### src/rtl/core/battery_status_frame_decoder_defines.svh
// assertion macros for the battery status frame decoder
// no dependencies; expects clock and reset in the scope of each use
`ifndef BATTERY_STATUS_FRAME_DECODER_DEFINES_SVH
`define BATTERY_STATUS_FRAME_DECODER_DEFINES_SVH

`ifndef SYNTHESIS

// plain property checked at every clock edge outside reset
`define BSFD_ASSERT(name, expr) \
   name: assert property (@(posedge clock) disable iff (reset) (expr)) \
      else $error("bsfd assertion failed");

// implication checked in the same cycle
`define BSFD_ASSERT_IMPLY(name, cond, expr) \
   name: assert property (@(posedge clock) disable iff (reset) (cond) |-> (expr)) \
      else $error("bsfd implication failed");

`else

`define BSFD_ASSERT(name, expr)
`define BSFD_ASSERT_IMPLY(name, cond, expr)

`endif

`endif

### src/rtl/core/bsfd_pkg.sv
// shared types, constants and the crc-16 step for the frame decoder
// no dependencies
`default_nettype none

package bsfd_pkg;

   // frame geometry
   localparam int IDX_W = 6;
   localparam logic [IDX_W-1:0] LAST_IDX_STATUS   = 6'd34;
   localparam logic [IDX_W-1:0] LAST_IDX_CAPACITY = 6'd12;
   localparam logic [IDX_W-1:0] IDLE_COUNT        = 6'd63;

   // capture offsets in the frame
   localparam logic [IDX_W-1:0] OFS_MODE  = 6'd3;
   localparam logic [IDX_W-1:0] OFS_VOLT  = 6'd5;
   localparam logic [IDX_W-1:0] OFS_AMP   = 6'd9;
   localparam logic [IDX_W-1:0] OFS_TEMP  = 6'd17;
   localparam logic [IDX_W-1:0] OFS_FAULT = 6'd25;
   localparam logic [IDX_W-1:0] OFS_LEVEL = 6'd3;
   localparam logic [IDX_W-1:0] OFS_CAP   = 6'd7;

   // crc-16 modbus
   localparam logic [15:0] CRC_INIT = 16'hFFFF;
   localparam logic [15:0] CRC_POLY = 16'hA001;

   // field decode constants
   localparam logic [31:0] OVERHEAT_MASK = 32'h0000_0018;
   localparam logic [16:0] TEMP_OFFSET   = 17'd40;
   localparam logic [15:0] MODE_CHARGING    = 16'd1;
   localparam logic [15:0] MODE_DISCHARGING = 16'd2;

   localparam logic [1:0] HEALTH_GOOD     = 2'd0;
   localparam logic [1:0] HEALTH_FAILURE  = 2'd1;
   localparam logic [1:0] HEALTH_OVERHEAT = 2'd2;

   localparam logic [1:0] CHG_CHARGING    = 2'd0;
   localparam logic [1:0] CHG_DISCHARGING = 2'd1;
   localparam logic [1:0] CHG_OTHER       = 2'd2;

   // byte operation codes
   localparam logic [1:0] OP_DATA    = 2'd0;
   localparam logic [1:0] OP_CRC_LOW = 2'd1;
   localparam logic [1:0] OP_FINAL   = 2'd2;

   // configuration port
   localparam int CSR_ADDR_W = 3;
   localparam int CSR_DATA_W = 32;
   localparam logic [CSR_ADDR_W-3:0] REG_BLOCK_KIND = 1'b0;

   localparam int QUEUE_DEPTH_DEFAULT = 4;

   localparam int RSP_DATA_W = 168;

   // classified byte handed from front to back
   typedef struct packed {
      logic [7:0]       rx_byte;
      logic [IDX_W-1:0] idx;
      logic             cap_kind;
      logic [1:0]       op;
   } bsfd_entry_type;

   typedef struct packed {
      logic full;
      logic empty;
   } bsfd_queue_stat_type;

   typedef struct packed {
      logic pop;
      logic final_pop;
   } bsfd_back_stat_type;

   typedef struct packed {
      logic               crc_ok;
      logic [31:0]        voltage_mv;
      logic signed [31:0] current_ma;
      logic signed [16:0] temperature_c;
      logic [31:0]        protect_flags;
      logic [1:0]         health;
      logic [1:0]         charge_status;
      logic [15:0]        soc_centi_percent;
      logic [31:0]        capacity_mah;
   } bsfd_result_type;

   // one byte through the reflected crc, eight shift steps
   function automatic logic [15:0] crc_update(input logic [15:0] crc, input logic [7:0] b);
      logic [15:0] c;
      c = crc ^ {8'h00, b};
      for (int k = 0; k < 8; k++) begin
         if (c[0]) begin
            c = (c >> 1) ^ CRC_POLY;
         end else begin
            c = c >> 1;
         end
      end
      return c;
   endfunction

endpackage

`default_nettype wire

### src/rtl/core/bsfd_front.sv
// front end: accepts bytes, tracks the frame position and classifies each word
// depends on bsfd_pkg
`default_nettype none

module bsfd_front (
   input  wire logic                         clock,
   input  wire logic                         reset,
   input  wire logic                         block_kind,
   input  wire logic                         req_tvalid,
   output logic                              req_tready,
   input  wire logic [7:0]                   req_tdata,   // [7:0] rx_byte
   input  wire logic                         req_tuser,   // [0] first_byte
   input  wire bsfd_pkg::bsfd_queue_stat_type q_stat,
   output logic                              q_push,
   output bsfd_pkg::bsfd_entry_type          q_entry
);
   import bsfd_pkg::*;

   logic [IDX_W-1:0] count_ff;
   logic [IDX_W-1:0] count_in;
   logic [IDX_W-1:0] idx;
   logic [IDX_W-1:0] last_idx;
   logic             live;
   logic             accept;
   logic [1:0]       op;

   assign req_tready = !q_stat.full;
   assign accept     = req_tvalid && req_tready;

   // position of this word and what the back end must do with it
   always_comb begin
      idx      = req_tuser ? '0 : count_ff;
      last_idx = block_kind ? LAST_IDX_CAPACITY : LAST_IDX_STATUS;
      live     = (idx <= last_idx);
      if (idx == last_idx) begin
         op = OP_FINAL;
      end else if (idx == last_idx - 6'd1) begin
         op = OP_CRC_LOW;
      end else begin
         op = OP_DATA;
      end
   end

   assign q_push           = accept && live;
   assign q_entry.rx_byte  = req_tdata;
   assign q_entry.idx      = idx;
   assign q_entry.cap_kind = block_kind;
   assign q_entry.op       = op;

   // frame position, parked at the idle count after the final word
   always_comb begin
      count_in = count_ff;
      if (q_push) begin
         count_in = (op == OP_FINAL) ? IDLE_COUNT : idx + 6'd1;
      end
   end

   always_ff @(posedge clock) begin
      if (reset) begin
         count_ff <= '0;
      end else begin
         count_ff <= count_in;
      end
   end

endmodule

`default_nettype wire

### src/rtl/core/bsfd_queue.sv
// short register queue of classified words between front and back
// depends on bsfd_pkg
`default_nettype none

module bsfd_queue #(
   parameter int DEPTH = bsfd_pkg::QUEUE_DEPTH_DEFAULT
) (
   input  wire logic                          clock,
   input  wire logic                          reset,
   input  wire logic                          push,
   input  wire bsfd_pkg::bsfd_entry_type      push_entry,
   input  wire logic                          pop,
   output bsfd_pkg::bsfd_entry_type           head_entry,
   output bsfd_pkg::bsfd_queue_stat_type      stat
);
   import bsfd_pkg::*;

   localparam int PTR_W = (DEPTH > 1) ? $clog2(DEPTH) : 1;
   localparam int CNT_W = $clog2(DEPTH + 1);
   localparam logic [PTR_W-1:0] PTR_LAST = PTR_W'(DEPTH - 1);
   localparam logic [CNT_W-1:0] CNT_FULL = CNT_W'(DEPTH);
   localparam logic [PTR_W-1:0] PTR_ONE  = PTR_W'(1);
   localparam logic [CNT_W-1:0] CNT_ONE  = CNT_W'(1);

   bsfd_entry_type   slot_ff [DEPTH];
   logic [PTR_W-1:0] wr_ptr_ff, wr_ptr_in;
   logic [PTR_W-1:0] rd_ptr_ff, rd_ptr_in;
   logic [CNT_W-1:0] count_ff,  count_in;

   assign head_entry = slot_ff[rd_ptr_ff];
   assign stat.full  = (count_ff == CNT_FULL);
   assign stat.empty = (count_ff == '0);

   // pointer and fill level update
   always_comb begin
      wr_ptr_in = wr_ptr_ff;
      rd_ptr_in = rd_ptr_ff;
      count_in  = count_ff;
      if (push) begin
         wr_ptr_in = (wr_ptr_ff == PTR_LAST) ? '0 : wr_ptr_ff + PTR_ONE;
      end
      if (pop) begin
         rd_ptr_in = (rd_ptr_ff == PTR_LAST) ? '0 : rd_ptr_ff + PTR_ONE;
      end
      if (push && !pop) begin
         count_in = count_ff + CNT_ONE;
      end else if (pop && !push) begin
         count_in = count_ff - CNT_ONE;
      end
   end

   always_ff @(posedge clock) begin
      if (reset) begin
         wr_ptr_ff <= '0;
         rd_ptr_ff <= '0;
         count_ff  <= '0;
      end else begin
         wr_ptr_ff <= wr_ptr_in;
         rd_ptr_ff <= rd_ptr_in;
         count_ff  <= count_in;
      end
   end

   // storage
   always_ff @(posedge clock) begin
      if (push) begin
         slot_ff[wr_ptr_ff] <= push_entry;
      end
   end

endmodule

`default_nettype wire

### src/rtl/core/bsfd_back.sv
// back end: runs the crc, captures fields and builds the result word
// depends on bsfd_pkg
`default_nettype none

module bsfd_back (
   input  wire logic                      clock,
   input  wire logic                      reset,
   input  wire bsfd_pkg::bsfd_entry_type  head_entry,
   input  wire bsfd_pkg::bsfd_queue_stat_type q_stat,
   output logic                           q_pop,
   output bsfd_pkg::bsfd_back_stat_type   stat,
   output logic                           rsp_valid,
   input  wire logic                      rsp_ready,
   output bsfd_pkg::bsfd_result_type      rsp_result
);
   import bsfd_pkg::*;

   logic [15:0] crc_ff,     crc_in;
   logic [7:0]  crc_low_ff, crc_low_in;
   logic [15:0] mode_ff,    mode_in;
   logic [31:0] volt_ff,    volt_in;
   logic [31:0] amp_ff,     amp_in;
   logic [15:0] temp_ff,    temp_in;
   logic [31:0] fault_ff,   fault_in;
   logic [15:0] level_ff,   level_in;
   logic [31:0] cap_ff,     cap_in;
   logic        valid_ff,   valid_in;
   bsfd_result_type result_ff, result_in;

   logic             is_final;
   logic             frame_start;
   logic [7:0]       b;
   logic [IDX_W-1:0] idx;
   logic [IDX_W-1:0] ofs_mode, ofs_volt, ofs_amp, ofs_temp, ofs_fault, ofs_level, ofs_cap;

   assign b           = head_entry.rx_byte;
   assign idx         = head_entry.idx;
   assign is_final    = (head_entry.op == OP_FINAL);
   assign frame_start = (idx == '0);

   // a final word waits for the output register to free up
   assign q_pop = !q_stat.empty && (!is_final || !valid_ff || rsp_ready);
   assign stat.pop       = q_pop;
   assign stat.final_pop = q_pop && is_final;

   // byte lanes relative to each field offset
   assign ofs_mode  = idx - OFS_MODE;
   assign ofs_volt  = idx - OFS_VOLT;
   assign ofs_amp   = idx - OFS_AMP;
   assign ofs_temp  = idx - OFS_TEMP;
   assign ofs_fault = idx - OFS_FAULT;
   assign ofs_level = idx - OFS_LEVEL;
   assign ofs_cap   = idx - OFS_CAP;

   // crc and field capture
   always_comb begin
      crc_in     = crc_ff;
      crc_low_in = crc_low_ff;
      mode_in    = mode_ff;
      volt_in    = volt_ff;
      amp_in     = amp_ff;
      temp_in    = temp_ff;
      fault_in   = fault_ff;
      level_in   = level_ff;
      cap_in     = cap_ff;
      if (q_pop) begin
         // a new frame restarts the crc and clears the captures
         if (frame_start) begin
            crc_in     = CRC_INIT;
            crc_low_in = '0;
            mode_in    = '0;
            volt_in    = '0;
            amp_in     = '0;
            temp_in    = '0;
            fault_in   = '0;
            level_in   = '0;
            cap_in     = '0;
         end
         case (head_entry.op)
            OP_DATA: begin
               crc_in = crc_update(crc_in, b);
               if (head_entry.cap_kind) begin
                  if (ofs_level < 6'd2) level_in[{ofs_level[0], 3'b000} +: 8] = b;
                  if (ofs_cap < 6'd4)   cap_in[{ofs_cap[1:0], 3'b000} +: 8] = b;
               end else begin
                  if (ofs_mode < 6'd2)  mode_in[{ofs_mode[0], 3'b000} +: 8] = b;
                  if (ofs_volt < 6'd4)  volt_in[{ofs_volt[1:0], 3'b000} +: 8] = b;
                  if (ofs_amp < 6'd4)   amp_in[{ofs_amp[1:0], 3'b000} +: 8] = b;
                  if (ofs_temp < 6'd2)  temp_in[{ofs_temp[0], 3'b000} +: 8] = b;
                  if (ofs_fault < 6'd4) fault_in[{ofs_fault[1:0], 3'b000} +: 8] = b;
               end
            end
            OP_CRC_LOW: begin
               crc_low_in = b;
            end
            default: begin
            end
         endcase
      end
   end

   // result word on the final byte of a frame
   always_comb begin
      result_in        = result_ff;
      valid_in         = valid_ff;
      if (rsp_ready) begin
         valid_in = 1'b0;
      end
      if (q_pop && is_final) begin
         valid_in                    = 1'b1;
         result_in                   = '0;
         result_in.crc_ok            = ({b, crc_low_ff} == crc_ff);
         if (head_entry.cap_kind) begin
            result_in.soc_centi_percent = level_ff;
            result_in.capacity_mah      = cap_ff;
         end else begin
            result_in.voltage_mv    = volt_ff;
            result_in.current_ma    = amp_ff;
            result_in.temperature_c = {1'b0, temp_ff} - TEMP_OFFSET;
            result_in.protect_flags = fault_ff;
            if (fault_ff == '0) begin
               result_in.health = HEALTH_GOOD;
            end else if ((fault_ff & OVERHEAT_MASK) != '0) begin
               result_in.health = HEALTH_OVERHEAT;
            end else begin
               result_in.health = HEALTH_FAILURE;
            end
            if (mode_ff == MODE_CHARGING) begin
               result_in.charge_status = CHG_CHARGING;
            end else if (mode_ff == MODE_DISCHARGING) begin
               result_in.charge_status = CHG_DISCHARGING;
            end else begin
               result_in.charge_status = CHG_OTHER;
            end
         end
      end
   end

   always_ff @(posedge clock) begin
      crc_ff     <= crc_in;
      crc_low_ff <= crc_low_in;
      mode_ff    <= mode_in;
      volt_ff    <= volt_in;
      amp_ff     <= amp_in;
      temp_ff    <= temp_in;
      fault_ff   <= fault_in;
      level_ff   <= level_in;
      cap_ff     <= cap_in;
      result_ff  <= result_in;
   end

   always_ff @(posedge clock) begin
      if (reset) begin
         valid_ff <= 1'b0;
      end else begin
         valid_ff <= valid_in;
      end
   end

   assign rsp_valid  = valid_ff;
   assign rsp_result = result_ff;

endmodule

`default_nettype wire

### src/rtl/core/battery_status_frame_decoder.sv
// result path: the final byte is registered in a queue slot, then the result word in the output register
// throughput: one byte per cycle while the queue is not full; the crc step is one unrolled byte update per cycle
// the output register lets the queue keep filling while a result waits
// reset: synchronous; frame position to byte 0, queue and output emptied, block_kind to 0
// top level of the frame decoder; depends on bsfd_pkg, bsfd_front, bsfd_queue, bsfd_back and the defines header
`default_nettype none

`include "battery_status_frame_decoder_defines.svh"

module battery_status_frame_decoder #(
   parameter int QUEUE_DEPTH = bsfd_pkg::QUEUE_DEPTH_DEFAULT
) (
   input  wire logic                              clock,
   input  wire logic                              reset,
   // byte stream in
   input  wire logic                              req_tvalid,
   output logic                                   req_tready,
   input  wire logic [7:0]                        req_tdata,  // [7:0] rx_byte
   input  wire logic                              req_tuser,  // [0] first_byte
   // result stream out
   output logic                                   rsp_tvalid,
   input  wire logic                              rsp_tready,
   // [31:0] voltage_mv, [63:32] current_ma, [80:64] temperature_c,
   // [112:81] protect_flags, [114:113] health, [116:115] charge_status,
   // [132:117] soc_centi_percent, [164:133] capacity_mah, [167:165] zero
   output logic [bsfd_pkg::RSP_DATA_W-1:0]        rsp_tdata,
   output logic                                   rsp_tuser,  // [0] crc_ok
   // configuration
   input  wire logic                              csr_psel,
   input  wire logic                              csr_penable,
   input  wire logic                              csr_pwrite,
   input  wire logic [bsfd_pkg::CSR_ADDR_W-1:0]   csr_paddr,
   input  wire logic [bsfd_pkg::CSR_DATA_W-1:0]   csr_pwdata,
   output logic [bsfd_pkg::CSR_DATA_W-1:0]        csr_prdata,
   output logic                                   csr_pready
);
   import bsfd_pkg::*;

   logic                block_kind_ff, block_kind_in;
   logic                csr_write;
   logic                q_push;
   logic                q_pop;
   bsfd_entry_type      q_in_entry;
   bsfd_entry_type      q_head_entry;
   bsfd_queue_stat_type q_stat;
   bsfd_back_stat_type  back_stat;
   bsfd_result_type     result;

   // configuration register
   assign csr_pready = 1'b1;
   assign csr_write  = csr_psel && csr_penable && csr_pwrite && csr_pready;

   always_comb begin
      block_kind_in = block_kind_ff;
      if (csr_write && (csr_paddr[CSR_ADDR_W-1:2] == REG_BLOCK_KIND)) begin
         block_kind_in = csr_pwdata[0];
      end
   end

   always_ff @(posedge clock) begin
      if (reset) begin
         block_kind_ff <= 1'b0;
      end else begin
         block_kind_ff <= block_kind_in;
      end
   end

   always_comb begin
      csr_prdata = '0;
      if (csr_paddr[CSR_ADDR_W-1:2] == REG_BLOCK_KIND) begin
         csr_prdata[0] = block_kind_ff;
      end
   end

   bsfd_front u_front (
      .clock      (clock),
      .reset      (reset),
      .block_kind (block_kind_ff),
      .req_tvalid (req_tvalid),
      .req_tready (req_tready),
      .req_tdata  (req_tdata),
      .req_tuser  (req_tuser),
      .q_stat     (q_stat),
      .q_push     (q_push),
      .q_entry    (q_in_entry)
   );

   bsfd_queue #(
      .DEPTH (QUEUE_DEPTH)
   ) u_queue (
      .clock      (clock),
      .reset      (reset),
      .push       (q_push),
      .push_entry (q_in_entry),
      .pop        (q_pop),
      .head_entry (q_head_entry),
      .stat       (q_stat)
   );

   bsfd_back u_back (
      .clock      (clock),
      .reset      (reset),
      .head_entry (q_head_entry),
      .q_stat     (q_stat),
      .q_pop      (q_pop),
      .stat       (back_stat),
      .rsp_valid  (rsp_tvalid),
      .rsp_ready  (rsp_tready),
      .rsp_result (result)
   );

   // result packing
   assign rsp_tuser = result.crc_ok;
   assign rsp_tdata = {3'b000,
                       result.capacity_mah,
                       result.soc_centi_percent,
                       result.charge_status,
                       result.health,
                       result.protect_flags,
                       result.temperature_c,
                       result.current_ma,
                       result.voltage_mv};

   // checks
   `BSFD_ASSERT_IMPLY(a_no_push_when_full, q_push, !q_stat.full)
   `BSFD_ASSERT_IMPLY(a_pop_needs_entry, back_stat.pop, !q_stat.empty)
   `BSFD_ASSERT_IMPLY(a_result_from_final, $rose(rsp_tvalid), $past(back_stat.final_pop))

endmodule

`default_nettype wire

### config.mk
export PLATFORM = sky130hd
export DESIGN_NAME = battery_status_frame_decoder
export DESIGN_NICKNAME = d
export VERILOG_FILES = /design/src/rtl/core/bsfd_pkg.sv /design/src/rtl/core/bsfd_front.sv /design/src/rtl/core/bsfd_queue.sv /design/src/rtl/core/bsfd_back.sv /design/src/rtl/core/battery_status_frame_decoder.sv
export VERILOG_INCLUDE_DIRS = /design/src /design/src/rtl/core
export SDC_FILE = /design/constraint.sdc
export NUM_CORES = 1
export LEC_CHECK = 0
export ABC_AREA = 1
export BUFFER_PORTS_ARGS = -buffer_cell sky130_fd_sc_hd__buf_2
export CORE_UTILIZATION = 30
export DETAILED_ROUTE_END_ITERATION = 12
export PLACE_DENSITY = 0.54
export SKIP_CTS_REPAIR_TIMING = 1
export SLEW_MARGIN = 10
export SYNTH_ARGS = -nofsm -noshare
export SYNTH_HDL_FRONTEND = slang
export SYNTH_SLANG_ARGS = --single-unit
### constraint.sdc
create_clock -name clock -period 30.2 [get_ports clock]
set_input_delay 6.04 -clock clock [delete_from_list [all_inputs] [get_ports clock]]
set_output_delay 6.04 -clock clock [all_outputs]
set_load 0.005 [all_outputs]
After elaboration in Yosys (flattened, before gate mapping). Memory sizes are Yosys's and may differ from the RTL's. A register that Yosys moved wholly into a read port is not among the register bits. Index checks and enable logic that the tools add are counted. Widths: inputs -> output; s select.

Register bits after elaboration: 381. Latch bits: 0. Memory bits (writable): 68. ROM bits: 0. Input bits: 51. Output and inout port bits: 204. Word-level logic and storage cells: 199. Memories kept: 1.

Add/sub/neg operators: 19. Multiply operators: 0. Div/mod/pow operators: 0. Magnitude comparators: 7. Eq/ne operators: 11. Shift operators: 12. Mux-type cells: 87. Bitwise gates (word level): 10. Reductions and logical operators: 28.

Memories: u_queue.slot_ff (words 4, bits a word 17, read ports 1, clocked after Yosys merged registers in 1, wr ports 1, line bsfd_queue.sv:25) `bsfd_entry_type slot_ff [DEPTH];`.

Operator list (number): $mux 16 (40); $mux 32 (20); $bwmux 32 (4); $shift 8x7->32 const A (4); $shiftx 8x7->32 (4); $bwmux 16 (3); $logic_not 32->1 (1); $reduce_bool 32->1 (1); $shift 8x6->16 const A (2); $shiftx 8x6->16 (2); $neg 5->7 (4); $lt 6x3->1 const B (4); $not 2->3 (8); $mux 6 (3); $sub 16x6->17 const B (1); $eq 16x1->1 const B (1); $eq 16x16->1 (1); $eq 16x2->1 const B (1); $mux 8 (2); $xor 16x8->16 (1); $mux 2 (7); $eq 6x6->1 (2); $lt 6x2->1 const B (2); $neg 4->6 (2); other kinds (25) (54).

Depth between registers and ports, before layout.
Word-level depth: 38. Depth in mapped cells: 28. Depth with buffers taken out: 23.

Cells and area by module. Synthesis repeated with hierarchy kept, for this count alone.

Cell total of the unflattened synthesis: 1833. Area total of the unflattened synthesis: 20229.4 sq um.

By module, submodules not included: bsfd_back (times used 1, cells each 1457, area each 16224.3 sq um, seq. area each 11010.6 sq um); bsfd_queue (times used 1, cells each 223, area each 3039.2 sq um, seq. area each 2222.1 sq um); bsfd_front (times used 1, cells each 103, area each 625.6 sq um, seq. area each 120.1 sq um); battery_status_frame_decoder (times used 1, cells each 50, area each 340.3 sq um, seq. area each 20.0 sq um).

Worst setup path before layout. Ideal clock, no wire load.

Path type: input port to flip-flop. Start point: in rsp_tready. End point: reg u_back.result_ff, in the netlist u_back.rsp_result[0], enable pin. Setup time: 0.518 ns. Data arrival time: 13.472 ns. Data required time: 29.682 ns. Setup slack: 16.210 ns. Stages on the path: 6. Path buffers: 0. Cell sequence: nor2_1 nand2_1 nand2_1 inv_1 nand2_1 inv_1.

Longest elaborated chain between the ends: 3.

Ends and longest elaborated chain: start: declaration (line battery_status_frame_decoder.sv:22) `input wire logic rsp_tready,`; $logic_or 1x1->1 (line bsfd_back.sv:42) `assign q_pop = !q_stat.empty && (!is_final || !valid_ff || rsp_ready);`; $logic_and 1x1->1 (line bsfd_back.sv:42); net q_pop (line battery_status_frame_decoder.sv:42) `logic q_pop;`; $logic_and 1x1->1; end signal: assignment (line bsfd_back.sv:149) `result_ff <= result_in;`; end: declaration (line bsfd_back.sv:28) `bsfd_result_type result_ff, result_in;`.

The timed path passes the listed nets, and every way through them passes these cells. A chain may end at the register's enable or synchronous reset.

Worst setup path after layout.
Start point: in csr_paddr[2] in the netlist's numbering. End point: out csr_prdata[0] in the netlist's numbering.

Longest elaborated chain between the ends: 1.

Ends and longest elaborated chain: start: declaration (line battery_status_frame_decoder.sv:32) `input wire logic [bsfd_pkg::CSR_ADDR_W-1:0] csr_paddr,`; $mux 1 (line battery_status_frame_decoder.sv:70) `if (csr_paddr[CSR_ADDR_W-1:2] == REG_BLOCK_KIND) begin`; end: declaration (line battery_status_frame_decoder.sv:34) `output logic [bsfd_pkg::CSR_DATA_W-1:0] csr_prdata,`.

No other way between the ends.

==> flow_summary.json <==
{
  "regArea_um2": 13400,
  "cts_tree": "done",
  "fin_nets": 2057,
  "synth.distinct_cells": 52,
  "area_growth_pct": 16.6,
  "p_int_w": 0.00177,
  "p_per_area_nw_per_um2": 127,
  "synth_seq_cells": 451,
  "fin_skew_ns": 0.0300,
  "ir_worst_vdd_uv": 55.3,
  "syn_inst": 1799,
  "ant_nets": 0,
  "drc_errors": 0,
  "initial_utilization": 0.303,
  "die_h_um": 260,
  "antenna_found_initial": 1,
  "post-synth-top-area-cell": "edfxtp_1",
  "fin_setup_tns_ns": 0,
  "max_slew.worst_pin.slew_ns": 1.14,
  "drt_iter0_drc": 1131,
  "grt_overflow": 0,
  "fin_crit_sh": 0.411,
  "pwr-share-seq": 0.407,
  "critPathLaunchType": "input pin",
  "gr-usage-all-layers": 0.151,
  "swShare": 0.399,
  "gp_congestion": 0.860,
  "clockBufferDepth": 3,
  "grt_pass1_vias": 13000,
  "p_leak_nw": 9.38,
  "ys.flop_type": "edfxtp_1",
  "cpMaxStageDelayCell": "buf_2",
  "via_per_inst": 4.73,
  "cpMostUsedCell": "buf_2",
  "drive_above_1_share": 0.167,
  "p_sw_w": 0.00118,
  "avgSynthCellArea_um2": 11.1,
  "fillers": 6578,
  "rows": 94,
  "reg2reg_slack_ns": 25.13,
  "clkTransAtPathRegs_ns": 0.06,
  "totalWireLength_um": 52000,
  "n_antenna_cell": 0,
  "synth.area.top_cells": "edfxtp_1, inv_1, nand2_1, nor2_1, o22ai_1",
  "cp.arrival_ns": 6.36,
  "p_comb_frac": 0.389,
  "dr_wl_met3_um": 2920,
  "setup_viol_count_final": 0,
  "post_drt_wl_per_cell_um": 18.0,
  "grt_max_degree": 78,
  "finalHoldViolCount": 0,
  "synth_top_area_share": 0.653,
  "startpoint": "csr_paddr[2]",
  "drv_cap": 0,
  "postLayoutSetupSlackWorst_ns": 17.80,
  "synthTopCellsByCount": "edfxtp_1, inv_1, nand2_1, nor2_1, o22ai_1",
  "grt_setup_unrepaired": "no",
  "path_cells": "buf_2, nor2_1, buf_2",
  "die-area_um2": 67600,
  "preCtsSetupSlack_ns": 17.80,
  "yosys_warnings": 0,
  "max_freq_mhz": 80.6,
  "grt_pass1_wl_um": 78100,
  "hp-start": "u_front.count_ff[1]",
  "crit_fanout": 3,
  "required_ns": 24.16,
  "port_buffers": 186,
  "criticalPathCategory": "in -> out",
  "hp-class": "reg -> reg",
  "clock-sinks": 451,
  "outcome": "complete, no violations",
  "routed-wl-met2_um": 24500,
  "cts_max_level": 2,
  "fp.dieW_um": 260,
  "cts_inserted_buffers": 48,
  "slew-limit-headroom": 0.236,
  "cts-root-buf": "clkbuf_16",
  "clk_latency_ns": 0.60,
  "synth_edf_count": 434,
  "core_um2": 65900,
  "dp_hpwl_um": 35200,
  "post-route-min-period_ns": 12.40,
  "maxSlewViolCount": 0,
  "pin_count": 255,
  "layout.core_utilization": 0.354,
  "wl_met1_um": 23400,
  "clock_power_share": 0.204,
  "vias": 13700,
  "syn_area_um2": 20000,
  "ys_seq_area_frac": 0.670,
  "multi_input_area_um2": 5120,
  "async_flop_share": 0,
  "yosys.cell_count.top_type": "edfxtp_1",
  "drtPass1Iterations": 8,
  "slowest_delay_ns": 0.12,
  "cp-end-kind": "output pin",
  "top_layer": "met5"
}
through the flow:
step / area [um2] / cells / hold slack [ns] / total power [W]
after floorplan: 20100 / 1832 / 0.450 / 0.00198
after global placement: 21700 / 2799 / 0.474 / 0.00234
after detailed placement: 21700 / 2799 / 0.473 / 0.00237
after CTS: 23300 / 2888 / 0.482 / 0.00298
after global routing: 23300 / 2888 / 0.512 / 0.00315
final: 23300 / 2888 / 0.482 / 0.00295
cells in the final DEF, fill, tap and decap left out, drive strengths merged, types with 2 or more instances in the layout:
| cell type | instances |
|---|---|
| nand4 | 11 |
| a41oi | 4 |
| a32oi | 4 |
| ha | 20 |
| xor2 | 15 |
| a31oi | 6 |
| o31ai | 10 |
| xnor2 | 7 |
| edfxtp | 434 |
| a211oi | 2 |
| dfxtp | 17 |
| o21ai | 60 |
| clkinv | 27 |
| nor2 | 246 |
| bufinv | 6 |
| nor3 | 15 |
| nand2 | 271 |
| clkbuf | 55 |
| inv | 271 |
| clkinvlp | 4 |
| o32ai | 9 |
| a21oi | 24 |
| buf | 205 |
| nand3 | 97 |
| nor4 | 16 |
| conb | 35 |
| o211ai | 3 |
| or2 | 4 |
| o22ai | 138 |
worst max-delay path: cells and delay by family:
kind | cells | cell delay (ns)
buffers and inverters | 2 | 0.23
AND/OR/NAND/NOR | 1 | 0.09
final timing paths:
path	cells past startpoint	to
hold reg to reg	2	u_front.count_ff[1]
hold / removal	2	u_front.count_ff[1]
setup reg to reg	23	u_back.crc_ff[0]
setup / recovery	3	csr_prdata[0]
state kept, by name (all words and copies together) (netlist names), 32 cells and up, named ones only:
signal / count
u_back.fault_ff: 32
u_queue.slot_ff: 68
u_back.volt_ff: 32
u_back.cap_ff: 32
u_back.rsp_result: 166
u_back.amp_ff: 32
cell type report:
class,instances,share of cell area
clock inverter,34,0.0156
tap,864,0.0464
inverter,274,0.0447
multi-input combinational,1005,0.220
clock buffer,55,0.0536
timing repair buffer,205,0.0461
sequential,451,0.574
power groups by stage:
stage	logic (W)	registers [W]	clock network [W]
floorplan	0.000743	0.00123	0
global placement	0.00113	0.00121	0
detailed placement	0.00115	0.00121	0
CTS	0.00116	0.00120	0.000615
global route	0.00128	0.00123	0.000635
finish	0.00115	0.00120	0.000601
cells by family after synthesis:
logic type      after synthesis  share of synthesized area
simple gates                662                      0.143
flops                       451                      0.670
buf+inv                     376                     0.0815
compound gates              265                     0.0828
xor+xnor                     22                    0.00965
fa+ha+maj                    21                     0.0135
other cells                   2                   0.000376
per-layer routing:
metal	vias to the layer above	track usage
li1	6532	-
met1	6609	0.208
met2	433	0.246
met3	80	0.0232
met4	2	0.0454
met5	-	0
No activity file was read; power rests on OpenSTA's default activity.
